## config.mk

```make
export PLATFORM = sky130hd
export DESIGN_NAME = sliding_window_sender
export DESIGN_NICKNAME = d
export VERILOG_FILES = /design/src/hdl/swnd_pkg.sv /design/src/hdl/swnd_front.sv /design/src/hdl/swnd_fifo.sv /design/src/hdl/swnd_back.sv /design/src/hdl/sliding_window_sender.sv
export SDC_FILE = /design/constraint.sdc
export NUM_CORES = 1
export LEC_CHECK = 0
export BUFFER_PORTS_ARGS = -buffer_cell sky130_fd_sc_hd__buf_2
export CAP_MARGIN = 10
export CORE_MARGIN = 2
export CORE_UTILIZATION = 60
export CTS_CLUSTER_DIAMETER = 30
export CTS_CLUSTER_SIZE = 10
export DETAILED_ROUTE_END_ITERATION = 10
export GPL_TIMING_DRIVEN = 0
export HOLD_SLACK_MARGIN = 0.15
export PLACE_DENSITY = 0.83
export SYNTH_ARGS = -nofsm -noshare
export SYNTH_HDL_FRONTEND = slang
export SYNTH_SLANG_ARGS = --single-unit
export TNS_END_PERCENT = 100
```

## constraint.sdc

```tcl
create_clock -name clk -period 7.4 [get_ports clk]
set_input_delay 1.11 -clock clk [delete_from_list [all_inputs] [get_ports clk]]
set_output_delay 1.11 -clock clk [all_outputs]
set_load 0.005 [all_outputs]
```

## src/hdl/swnd_pkg.sv

```systemverilog
// swnd_pkg: shared constants, types and helpers for the sliding window sender.
// Used by every module under hdl/; depends on nothing.
`default_nettype none
package swnd_pkg;

  localparam int WINDOW      = 8;
  localparam int SEQ_BITS    = 16;
  localparam int QUEUE_DEPTH = 1024;
  localparam int MAX_OUT     = 8;
  localparam int EXPIRE_W    = 20;
  localparam int CMD_W       = 2;
  localparam int ACTION_W    = 2;
  localparam int OUT_SEQ_W   = 16;
  localparam int INFL_W      = $clog2(WINDOW + 1);
  localparam int CNT_W       = $clog2(MAX_OUT + 1);

  localparam logic [EXPIRE_W-1:0] EXPIRE_RESET = EXPIRE_W'(1000);

  localparam logic [CMD_W-1:0] CMD_ENQ  = CMD_W'(0);
  localparam logic [CMD_W-1:0] CMD_ACK  = CMD_W'(1);
  localparam logic [CMD_W-1:0] CMD_TICK = CMD_W'(2);

  localparam logic [ACTION_W-1:0] ACT_SEND   = ACTION_W'(0);
  localparam logic [ACTION_W-1:0] ACT_RETX   = ACTION_W'(1);
  localparam logic [ACTION_W-1:0] ACT_REJECT = ACTION_W'(2);

  typedef logic [SEQ_BITS-1:0] seq_t;

  typedef enum logic [1:0] {
    OP_ENQ,
    OP_ACK,
    OP_TICK
  } op_kind_t;

  typedef struct packed {
    op_kind_t kind;
    seq_t     ack_seq;
  } swnd_op_t;

  // number of consecutive set bits from bit 0
  function automatic logic [INFL_W-1:0] lead_ones(input logic [WINDOW-1:0] bits);
    logic [INFL_W-1:0] n;
    logic              run;
    n   = '0;
    run = 1'b1;
    for (int i = 0; i < WINDOW; i++) begin
      run = run & bits[i];
      if (run) begin
        n = n + INFL_W'(1);
      end
    end
    return n;
  endfunction

endpackage
`default_nettype wire

```

## src/hdl/swnd_front.sv

```systemverilog
// swnd_front: accepts command transactions and classifies them into queue ops.
// Acks that fail the checksum and unknown commands are dropped here. Uses swnd_pkg.
`default_nettype none
module swnd_front (
  input  wire logic                      start,
  input  wire logic                      q_full,
  input  wire logic [swnd_pkg::CMD_W-1:0] in_cmd,
  input  wire logic [15:0]               in_ack_seq,
  input  wire logic                      in_ack_ok,
  output logic                           busy,
  output logic                           q_push,
  output swnd_pkg::swnd_op_t             q_wdata
);
  import swnd_pkg::*;

  logic accept;
  logic keep;

  assign busy   = q_full;
  assign accept = start & ~q_full;

  always_comb begin
    keep            = 1'b0;
    q_wdata.kind    = OP_TICK;
    q_wdata.ack_seq = SEQ_BITS'(in_ack_seq);
    unique case (in_cmd)
      CMD_ENQ: begin
        keep         = 1'b1;
        q_wdata.kind = OP_ENQ;
      end
      CMD_ACK: begin
        keep         = in_ack_ok;
        q_wdata.kind = OP_ACK;
      end
      CMD_TICK: begin
        keep         = 1'b1;
        q_wdata.kind = OP_TICK;
      end
      default: begin
        keep = 1'b0;
      end
    endcase
  end

  assign q_push = accept & keep;

endmodule
`default_nettype wire

```

## src/hdl/swnd_fifo.sv

```systemverilog
// swnd_fifo: two-entry queue of classified ops between front and back.
// Uses swnd_pkg for the op type.
`default_nettype none
module swnd_fifo (
  input  wire logic               clk,
  input  wire logic               rst_n,
  input  wire logic               push,
  input  wire swnd_pkg::swnd_op_t wdata,
  input  wire logic               pop,
  output swnd_pkg::swnd_op_t     rdata,
  output logic                    empty,
  output logic                    full
);
  import swnd_pkg::*;

  swnd_op_t   mem_r [2];
  logic       wr_ptr_r, wr_ptr_nxt;
  logic       rd_ptr_r, rd_ptr_nxt;
  logic [1:0] count_r, count_nxt;
  logic       do_push, do_pop;

  assign empty   = (count_r == 2'd0);
  assign full    = (count_r == 2'd2);
  assign do_push = push & ~full;
  assign do_pop  = pop & ~empty;
  assign rdata   = mem_r[rd_ptr_r];

  always_comb begin
    wr_ptr_nxt = wr_ptr_r ^ do_push;
    rd_ptr_nxt = rd_ptr_r ^ do_pop;
    count_nxt  = count_r + {1'b0, do_push} - {1'b0, do_pop};
  end

  always_ff @(posedge clk) begin
    if (!rst_n) begin
      wr_ptr_r <= 1'b0;
      rd_ptr_r <= 1'b0;
      count_r  <= 2'd0;
    end else begin
      wr_ptr_r <= wr_ptr_nxt;
      rd_ptr_r <= rd_ptr_nxt;
      count_r  <= count_nxt;
    end
  end

  always_ff @(posedge clk) begin
    if (do_push) begin
      mem_r[wr_ptr_r] <= wdata;
    end
  end

endmodule
`default_nettype wire

```

## src/hdl/swnd_back.sv

```systemverilog
// swnd_back: executes queued ops on the window state and drives results.
// Holds sequence numbers, ack bitmap, countdown timer and expiry register. Uses swnd_pkg.
`default_nettype none
module swnd_back (
  input  wire logic                            clk,
  input  wire logic                            rst_n,
  input  wire swnd_pkg::swnd_op_t              q_rdata,
  input  wire logic                            q_empty,
  output logic                                 q_pop,
  input  wire logic                            cfg_valid,
  input  wire logic [swnd_pkg::EXPIRE_W-1:0]   cfg_data,
  output logic                                 idle,
  output logic                                 out_strobe,
  output logic [swnd_pkg::ACTION_W-1:0]        out_action,
  output logic [swnd_pkg::OUT_SEQ_W-1:0]       out_seq,
  output logic                                 out_last
);
  import swnd_pkg::*;

  typedef enum logic {
    ST_IDLE,
    ST_SEND
  } state_t;

  localparam seq_t QDEPTH = SEQ_BITS'(QUEUE_DEPTH);

  state_t                state_r, state_nxt;
  seq_t                  base_r, base_nxt;
  seq_t                  next_free_r, next_free_nxt;
  logic [INFL_W-1:0]     infl_r, infl_nxt;
  logic [WINDOW-1:0]     acked_r, acked_nxt;
  logic                  run_r, run_nxt;
  logic [EXPIRE_W-1:0]   left_r, left_nxt;
  logic [EXPIRE_W-1:0]   expire_r, expire_nxt;
  logic [CNT_W-1:0]      cnt_r, cnt_nxt;
  logic                  ack_pend_r, ack_pend_nxt;
  logic                  ostb_r, ostb_nxt;
  logic [ACTION_W-1:0]   oact_r, oact_nxt;
  logic [OUT_SEQ_W-1:0]  oseq_r, oseq_nxt;
  logic                  olast_r, olast_nxt;

  seq_t              queued;
  seq_t              off;
  logic [WINDOW-1:0] set_bits;
  logic [INFL_W-1:0] slide;
  logic              can_send;
  logic              more;
  logic              r;

  assign queued   = next_free_r - base_r - SEQ_BITS'(infl_r);
  assign off      = q_rdata.ack_seq - base_r;
  assign can_send = (queued != '0) && (infl_r < INFL_W'(WINDOW)) &&
                    (cnt_r < CNT_W'(MAX_OUT));
  assign more     = (queued != SEQ_BITS'(1)) &&
                    (infl_r + INFL_W'(1) < INFL_W'(WINDOW)) &&
                    (cnt_r + CNT_W'(1) < CNT_W'(MAX_OUT));

  assign idle       = (state_r == ST_IDLE);
  assign q_pop      = (state_r == ST_IDLE) & ~q_empty;
  assign out_strobe = ostb_r;
  assign out_action = oact_r;
  assign out_seq    = oseq_r;
  assign out_last   = olast_r;

  always_comb begin
    state_nxt     = state_r;
    base_nxt      = base_r;
    next_free_nxt = next_free_r;
    infl_nxt      = infl_r;
    acked_nxt     = acked_r;
    run_nxt       = run_r;
    left_nxt      = left_r;
    expire_nxt    = expire_r;
    cnt_nxt       = cnt_r;
    ack_pend_nxt  = ack_pend_r;
    ostb_nxt      = 1'b0;
    oact_nxt      = oact_r;
    oseq_nxt      = oseq_r;
    olast_nxt     = olast_r;
    set_bits      = acked_r;
    slide         = '0;
    r             = run_r;

    if (cfg_valid && state_r == ST_IDLE && q_empty) begin
      expire_nxt = cfg_data;
    end

    unique case (state_r)
      ST_IDLE: begin
        if (!q_empty) begin
          unique case (q_rdata.kind)
            OP_ENQ: begin
              if (queued >= QDEPTH) begin
                ostb_nxt  = 1'b1;
                oact_nxt  = ACT_REJECT;
                oseq_nxt  = OUT_SEQ_W'(next_free_r);
                olast_nxt = 1'b1;
              end else begin
                next_free_nxt = next_free_r + SEQ_BITS'(1);
                cnt_nxt       = '0;
                ack_pend_nxt  = 1'b0;
                state_nxt     = ST_SEND;
              end
            end
            OP_ACK: begin
              if (off < SEQ_BITS'(infl_r)) begin
                set_bits = acked_r | (WINDOW'(1) << off[$clog2(WINDOW+1)-1:0]);
                if (off == '0) begin
                  slide        = lead_ones(set_bits);
                  acked_nxt    = set_bits >> slide;
                  base_nxt     = base_r + SEQ_BITS'(slide);
                  infl_nxt     = infl_r - slide;
                  cnt_nxt      = '0;
                  ack_pend_nxt = 1'b1;
                  state_nxt    = ST_SEND;
                end else begin
                  acked_nxt = set_bits;
                end
              end
              if (off != '0 || off >= SEQ_BITS'(infl_r)) begin
                if ((queued != '0 || infl_r != '0) && !run_r) begin
                  run_nxt  = 1'b1;
                  left_nxt = expire_r;
                end
              end
            end
            OP_TICK: begin
              if (run_r) begin
                if (left_r <= EXPIRE_W'(1)) begin
                  if (infl_r == '0) begin
                    run_nxt = 1'b0;
                  end else begin
                    ostb_nxt  = 1'b1;
                    oact_nxt  = ACT_RETX;
                    oseq_nxt  = OUT_SEQ_W'(base_r);
                    olast_nxt = 1'b1;
                    left_nxt  = expire_r;
                  end
                end else begin
                  left_nxt = left_r - EXPIRE_W'(1);
                end
              end
            end
            default: begin
            end
          endcase
        end
      end
      ST_SEND: begin
        if (can_send) begin
          ostb_nxt  = 1'b1;
          oact_nxt  = ACT_SEND;
          oseq_nxt  = OUT_SEQ_W'(base_r + SEQ_BITS'(infl_r));
          olast_nxt = ~more;
          infl_nxt  = infl_r + INFL_W'(1);
          cnt_nxt   = cnt_r + CNT_W'(1);
        end else begin
          if (infl_r == INFL_W'(WINDOW) && !r) begin
            r        = 1'b1;
            left_nxt = expire_r;
          end
          if (infl_r == '0 && queued == '0) begin
            r = 1'b0;
          end
          if (ack_pend_r && !(queued == '0 && infl_r == '0) && !r) begin
            r        = 1'b1;
            left_nxt = expire_r;
          end
          run_nxt   = r;
          state_nxt = ST_IDLE;
        end
      end
      default: begin
        state_nxt = ST_IDLE;
      end
    endcase
  end

  always_ff @(posedge clk) begin
    if (!rst_n) begin
      state_r     <= ST_IDLE;
      base_r      <= '0;
      next_free_r <= '0;
      infl_r      <= '0;
      acked_r     <= '0;
      run_r       <= 1'b0;
      left_r      <= '0;
      expire_r    <= EXPIRE_RESET;
      cnt_r       <= '0;
      ack_pend_r  <= 1'b0;
      ostb_r      <= 1'b0;
    end else begin
      state_r     <= state_nxt;
      base_r      <= base_nxt;
      next_free_r <= next_free_nxt;
      infl_r      <= infl_nxt;
      acked_r     <= acked_nxt;
      run_r       <= run_nxt;
      left_r      <= left_nxt;
      expire_r    <= expire_nxt;
      cnt_r       <= cnt_nxt;
      ack_pend_r  <= ack_pend_nxt;
      ostb_r      <= ostb_nxt;
    end
  end

  always_ff @(posedge clk) begin
    oact_r  <= oact_nxt;
    oseq_r  <= oseq_nxt;
    olast_r <= olast_nxt;
  end

  a_infl_bound: assert property (@(posedge clk) disable iff (!rst_n)
    infl_r <= INFL_W'(WINDOW))
    else $error("in-flight count exceeds window");

  a_queue_bound: assert property (@(posedge clk) disable iff (!rst_n)
    queued <= QDEPTH)
    else $error("queued count exceeds queue depth");

  a_acked_range: assert property (@(posedge clk) disable iff (!rst_n)
    (acked_r >> infl_r) == '0)
    else $error("ack bit set beyond in-flight range");

  a_send_seq: assert property (@(posedge clk) disable iff (!rst_n)
    (state_r == ST_SEND && can_send) |=> (out_strobe && out_action == ACT_SEND))
    else $error("send slot did not produce a transmit result");

endmodule
`default_nettype wire

```

## src/hdl/sliding_window_sender.sv

```systemverilog
// sliding_window_sender: top level of the selective-repeat sender bookkeeping.
// Instantiates swnd_front, swnd_fifo and swnd_back; uses swnd_pkg.
//
// Usage:
//   Command channel: drive in_cmd/in_ack_seq/in_ack_ok with start; the
//   transaction is taken on a clock edge where start is high and busy is low.
//   Commands are enqueue, acknowledgement and timer tick. Acks failing the
//   checksum and unknown commands are dropped at the front.
//   Result channel: each result is shown for one cycle with out_strobe high;
//   out_last marks the final result of a command. The receiver cannot stall.
//   Config channel: cfg_data carries expire_ticks, written when cfg_valid
//   and cfg_ready are high; cfg_ready is high only while the block is idle.
// Timing:
//   A two-entry op queue decouples the front from the back, so busy rises
//   only when two ops wait. The back takes one op per cycle except for an
//   accepted enqueue or a base ack, which step through decode, one send
//   step per packet (at most 8) and a closing step before the next op.
//   Rejects and retransmits leave from the decode step, sends from the send steps.
// Reset: synchronous, active low; window empty, timer stopped,
//   expire_ticks back to 1000, queue emptied.
`default_nettype none
module sliding_window_sender (
  input  wire logic                             clk,
  input  wire logic                             rst_n,
  input  wire logic                             start,
  output logic                                  busy,
  input  wire logic [swnd_pkg::CMD_W-1:0]       in_cmd,
  input  wire logic [15:0]                      in_ack_seq,
  input  wire logic                             in_ack_ok,
  output logic                                  out_strobe,
  output logic [swnd_pkg::ACTION_W-1:0]         out_action,
  output logic [swnd_pkg::OUT_SEQ_W-1:0]        out_seq,
  output logic                                  out_last,
  input  wire logic                             cfg_valid,
  output logic                                  cfg_ready,
  input  wire logic [swnd_pkg::EXPIRE_W-1:0]    cfg_data
);
  import swnd_pkg::*;

  logic     q_push, q_pop, q_empty, q_full, back_idle;
  swnd_op_t q_wdata, q_rdata;

  assign cfg_ready = back_idle & q_empty;

  swnd_front u_front (
    .start      (start),
    .q_full     (q_full),
    .in_cmd     (in_cmd),
    .in_ack_seq (in_ack_seq),
    .in_ack_ok  (in_ack_ok),
    .busy       (busy),
    .q_push     (q_push),
    .q_wdata    (q_wdata)
  );

  swnd_fifo u_fifo (
    .clk   (clk),
    .rst_n (rst_n),
    .push  (q_push),
    .wdata (q_wdata),
    .pop   (q_pop),
    .rdata (q_rdata),
    .empty (q_empty),
    .full  (q_full)
  );

  swnd_back u_back (
    .clk        (clk),
    .rst_n      (rst_n),
    .q_rdata    (q_rdata),
    .q_empty    (q_empty),
    .q_pop      (q_pop),
    .cfg_valid  (cfg_valid),
    .cfg_data   (cfg_data),
    .idle       (back_idle),
    .out_strobe (out_strobe),
    .out_action (out_action),
    .out_seq    (out_seq),
    .out_last   (out_last)
  );

endmodule
`default_nettype wire
```

==> reports/summary.txt <==
cell area after layout = 12200 µm²
Hold Crit Class = reg -> reg
Post-DRT Antenna Nets = 0
DP HPWL = 21700 µm
max_cap viols = 0
Layout Nets = 1516
Worst setup SP type = flop
clock sinks = 152
Finished Core Util = 68.3%
Slew headroom = 27.9%
die area = 19100 µm²
Initial Util = 60.6%
register area share after synthesis = 33.2%
DP Worst Slack = -694 ps
crit path time final = 7010 ps
Synth Cell Area = 10800 µm²
vias in the first global route = 9721
status = completed
Worst-Skew Late Latency = 430 ps
I/O Buffers = 63
first-pass GRT wire length = 47700 µm
total wire length = 29400 µm
Starting DRT DRC Count = 952
TritonCTS buffer count = 17
DRC = 0
post-layout worst setup margin = 386 ps
Setup Skew = 7.59 ps
Stages on worst setup path = 29
Syn Inst Count = 1294
syn nets = 1423
pwr dens = 344 nW/µm²
crit-path leading delay family = compound AO/OA/AOI/OAI gates
Slowest Stage Delay on Critical Path = 520 ps
Congestion Overflow GR = 0
root buffer cell = clkbuf_16
most frequent CP cell = ha_1
maximum vdd drop = 0.205 mV
YS warnings = 0
layout cell share with drive strength beyond 1 = 12.8%
clk slew on worst S/H paths = 60 ps
Die Span Y = 138 µm
RD Place Congestion = 0.939
Final Hold Vio Count = 0
syn_area_per_cell = 8.36 µm²
most common cell after layout, fill and taps aside = nand2_1
Area after DPL = 11400 µm²
most frequent cells in the layout = nand2_1 (151), nor2_1 (109), a21oi_1 (102)
clk buf depth = 2
via count = 10400
DRT Pass-1 Iters = 8
kind of critical path = reg -> reg
Pleak = 0.00488 µW
Hold Buf Count CTS = 0
maximum clock rate = 143 MHz
number of enable flip-flop cells after synthesis = 55
setup TNS = 0 ps
Die X = 138 µm
total count of max-transition violations in the final report = 0
period utilization = 94.8%
Yosys cell types = 98
FP Rows = 49
ys flop type = dfxtp_1
Critical path buffers and inverters = 6
IO Count = 65
most area-hungry cell type in the Yosys netlist = dfxtp_1
worst path required time = 7760 ps
Layout area overhead = 12.7%
crit end category = flop
crit path max-delay cell type = or4_4
post-synthesis async set-or-reset flop share = 0%
worst path arrival time = 7370 ps
pin count of the biggest net entering global routing = 19
Worst-Margin Slew = 1070 ps
cell depth of the worst flop-to-flop path = 29
top-area cell type share of the netlist area = 18.0%
critical path peak fanout = 10
Total Power = 4190 µW
# diodes = 0
Hold Path Stages = 2
CTS tree = built
Via-to-Cell Ratio = 6.40
Setup violations, final = 0
core region area = 17800 µm²
Avg WL per Cell = 18.0 µm
CTS H-tree lvls = 4
#FFs+latches synth = 152
Synth area leaders = dfxtp_1 (18%), edfxtp_1 (15%), ha_1 (9.1%), nand2_1 (5.2%), a21oi_1 (4.7%)
GRT Overall Usage = 30.3%
initial antenna violation count = 0
==> worst paths after layout <==
check / start / end / slack (ps)
worst max-delay path: flop / u_back.base_r[10]$_SDFFE_PN0P_ / 390
worst max register to register: flop / u_back.base_r[10]$_SDFFE_PN0P_ / 390
worst min register to register: u_back.expire_r[13]$_SDFFE_PN0P_ / u_back.expire_r[13]$_SDFFE_PN0P_ / 460
worst min-delay path: u_back.expire_r[13]$_SDFFE_PN0P_ / u_back.expire_r[13]$_SDFFE_PN0P_ / 460
==> logic make-up (layout without fill, tap and decap cells) <==
family | after synthesis | after routing | share of synthesized area, %
multiplexers | 38 | 38 | 3.74
AND/OR/NAND/NOR | 472 | 472 | 21.7
buffers and inverters | 157 | 263 | 5.65
flip-flops | 152 | 152 | 33.2
XOR/XNOR | 38 | 38 | 3.27
AO/OA/AOI/OAI | 351 | 351 | 22.0
adder cells (fa/ha/maj) | 86 | 86 | 10.4
==> stage by stage <==
step | instances | hold WS [ps]
2_1_floorplan | 1294 | 437
3_3_place_gp | 1586 | 447
3_5_place_dp | 1588 | 453
4_1_cts | 1621 | 464
5_1_grt | 1629 | 492
6_report | 1629 | 462
==> sequential cells by signal (all words and copies together), names as in the netlist, named ones only <==
register,count
u_fifo.mem_r,36
u_back.acked_r,8
u_back.infl_r,4
u_back.out_strobe,1
u_back.run_r,1
u_back.next_free_r,16
u_back.out_action,2
u_back.state_r,1
u_back.base_r,16
u_fifo.wr_ptr_r,1
u_fifo.count_r,2
u_back.cnt_r,4
u_fifo.rd_ptr_r,1
u_back.out_last,1
u_back.left_r,20
u_back.expire_r,20
u_back.ack_pend_r,1
u_back.out_seq,16
==> final cells by class <==
| type | count | area [µm²] |
|---|---|---|
| inverters | 101 | 379 |
| repair buffers | 74 | 398 |
| clock buffers | 20 | 489 |
| fillers | 1413 | 5660 |
| multi-input cells | 985 | 6670 |
| plain buffers | 56 | 239 |
| flip-flops and latches | 152 | 3590 |
| clock inverters | 12 | 134 |
| well taps | 229 | 287 |
==> synth_stat cells, drive strengths merged (4+ instances only) <==
cell type,instances
nor2b,14
mux2i,22
and2,9
a21o,18
and3,6
fa,7
nand3,41
a221oi,8
a211o,4
nand2b,18
o22ai,9
nand2,151
a211oi,18
a2111oi,9
nor3,32
o32ai,15
edfxtp,55
nor2,110
o21a,11
a22oi,7
ha,79
inv,100
or2,7
o211ai,13
mux2,16
clkbuf,45
buf,11
o2111ai,7
o21ai,73
nor4,15
a21oi,103
nor3b,5
dfxtp,97
or3,18
or4,4
nand4,19
or3b,5
a31oi,11
o311ai,4
nand4b,4
xnor2,26
xor2,11
nor4b,4
a31o,5
==> metal layers <==
metal	track usage, %	routed length [µm]	vias to the layer above
met5	0	0	-
met4	12.2	1030	0
met3	4.75	2600	98
met2	49.5	13800	544
met1	40.3	12000	4874
li1	-	-	4916
==> worst reg2reg max path: cells and delay by family, from the launching register on <==
kind | cells | cell delay [ps]
buffers and inverters | 6 | 990
AOI/OAI and AO/OA | 8 | 1720
and+or+nand+nor | 7 | 1510
adders and majority gates | 5 | 1600
muxes | 3 | 710
DFF | 1 | 400
==> power breakdown <==
| part | switching [µW] | internal [µW] |
|---|---|---|
| sequential | 84.4 | 1010 |
| clock | 370 | 549 |
| combinational | 1380 | 790 |
==> what timing repair did <==
action / 4_1_cts / 5_1_grt
resized for setup: 4 / 10
setup endpoints to repair: 17 / 14
pin swaps: 1 / 3
buffers inserted: 1 / 8
cloned: 0 / 0
(Power assumes the default switching activity.)
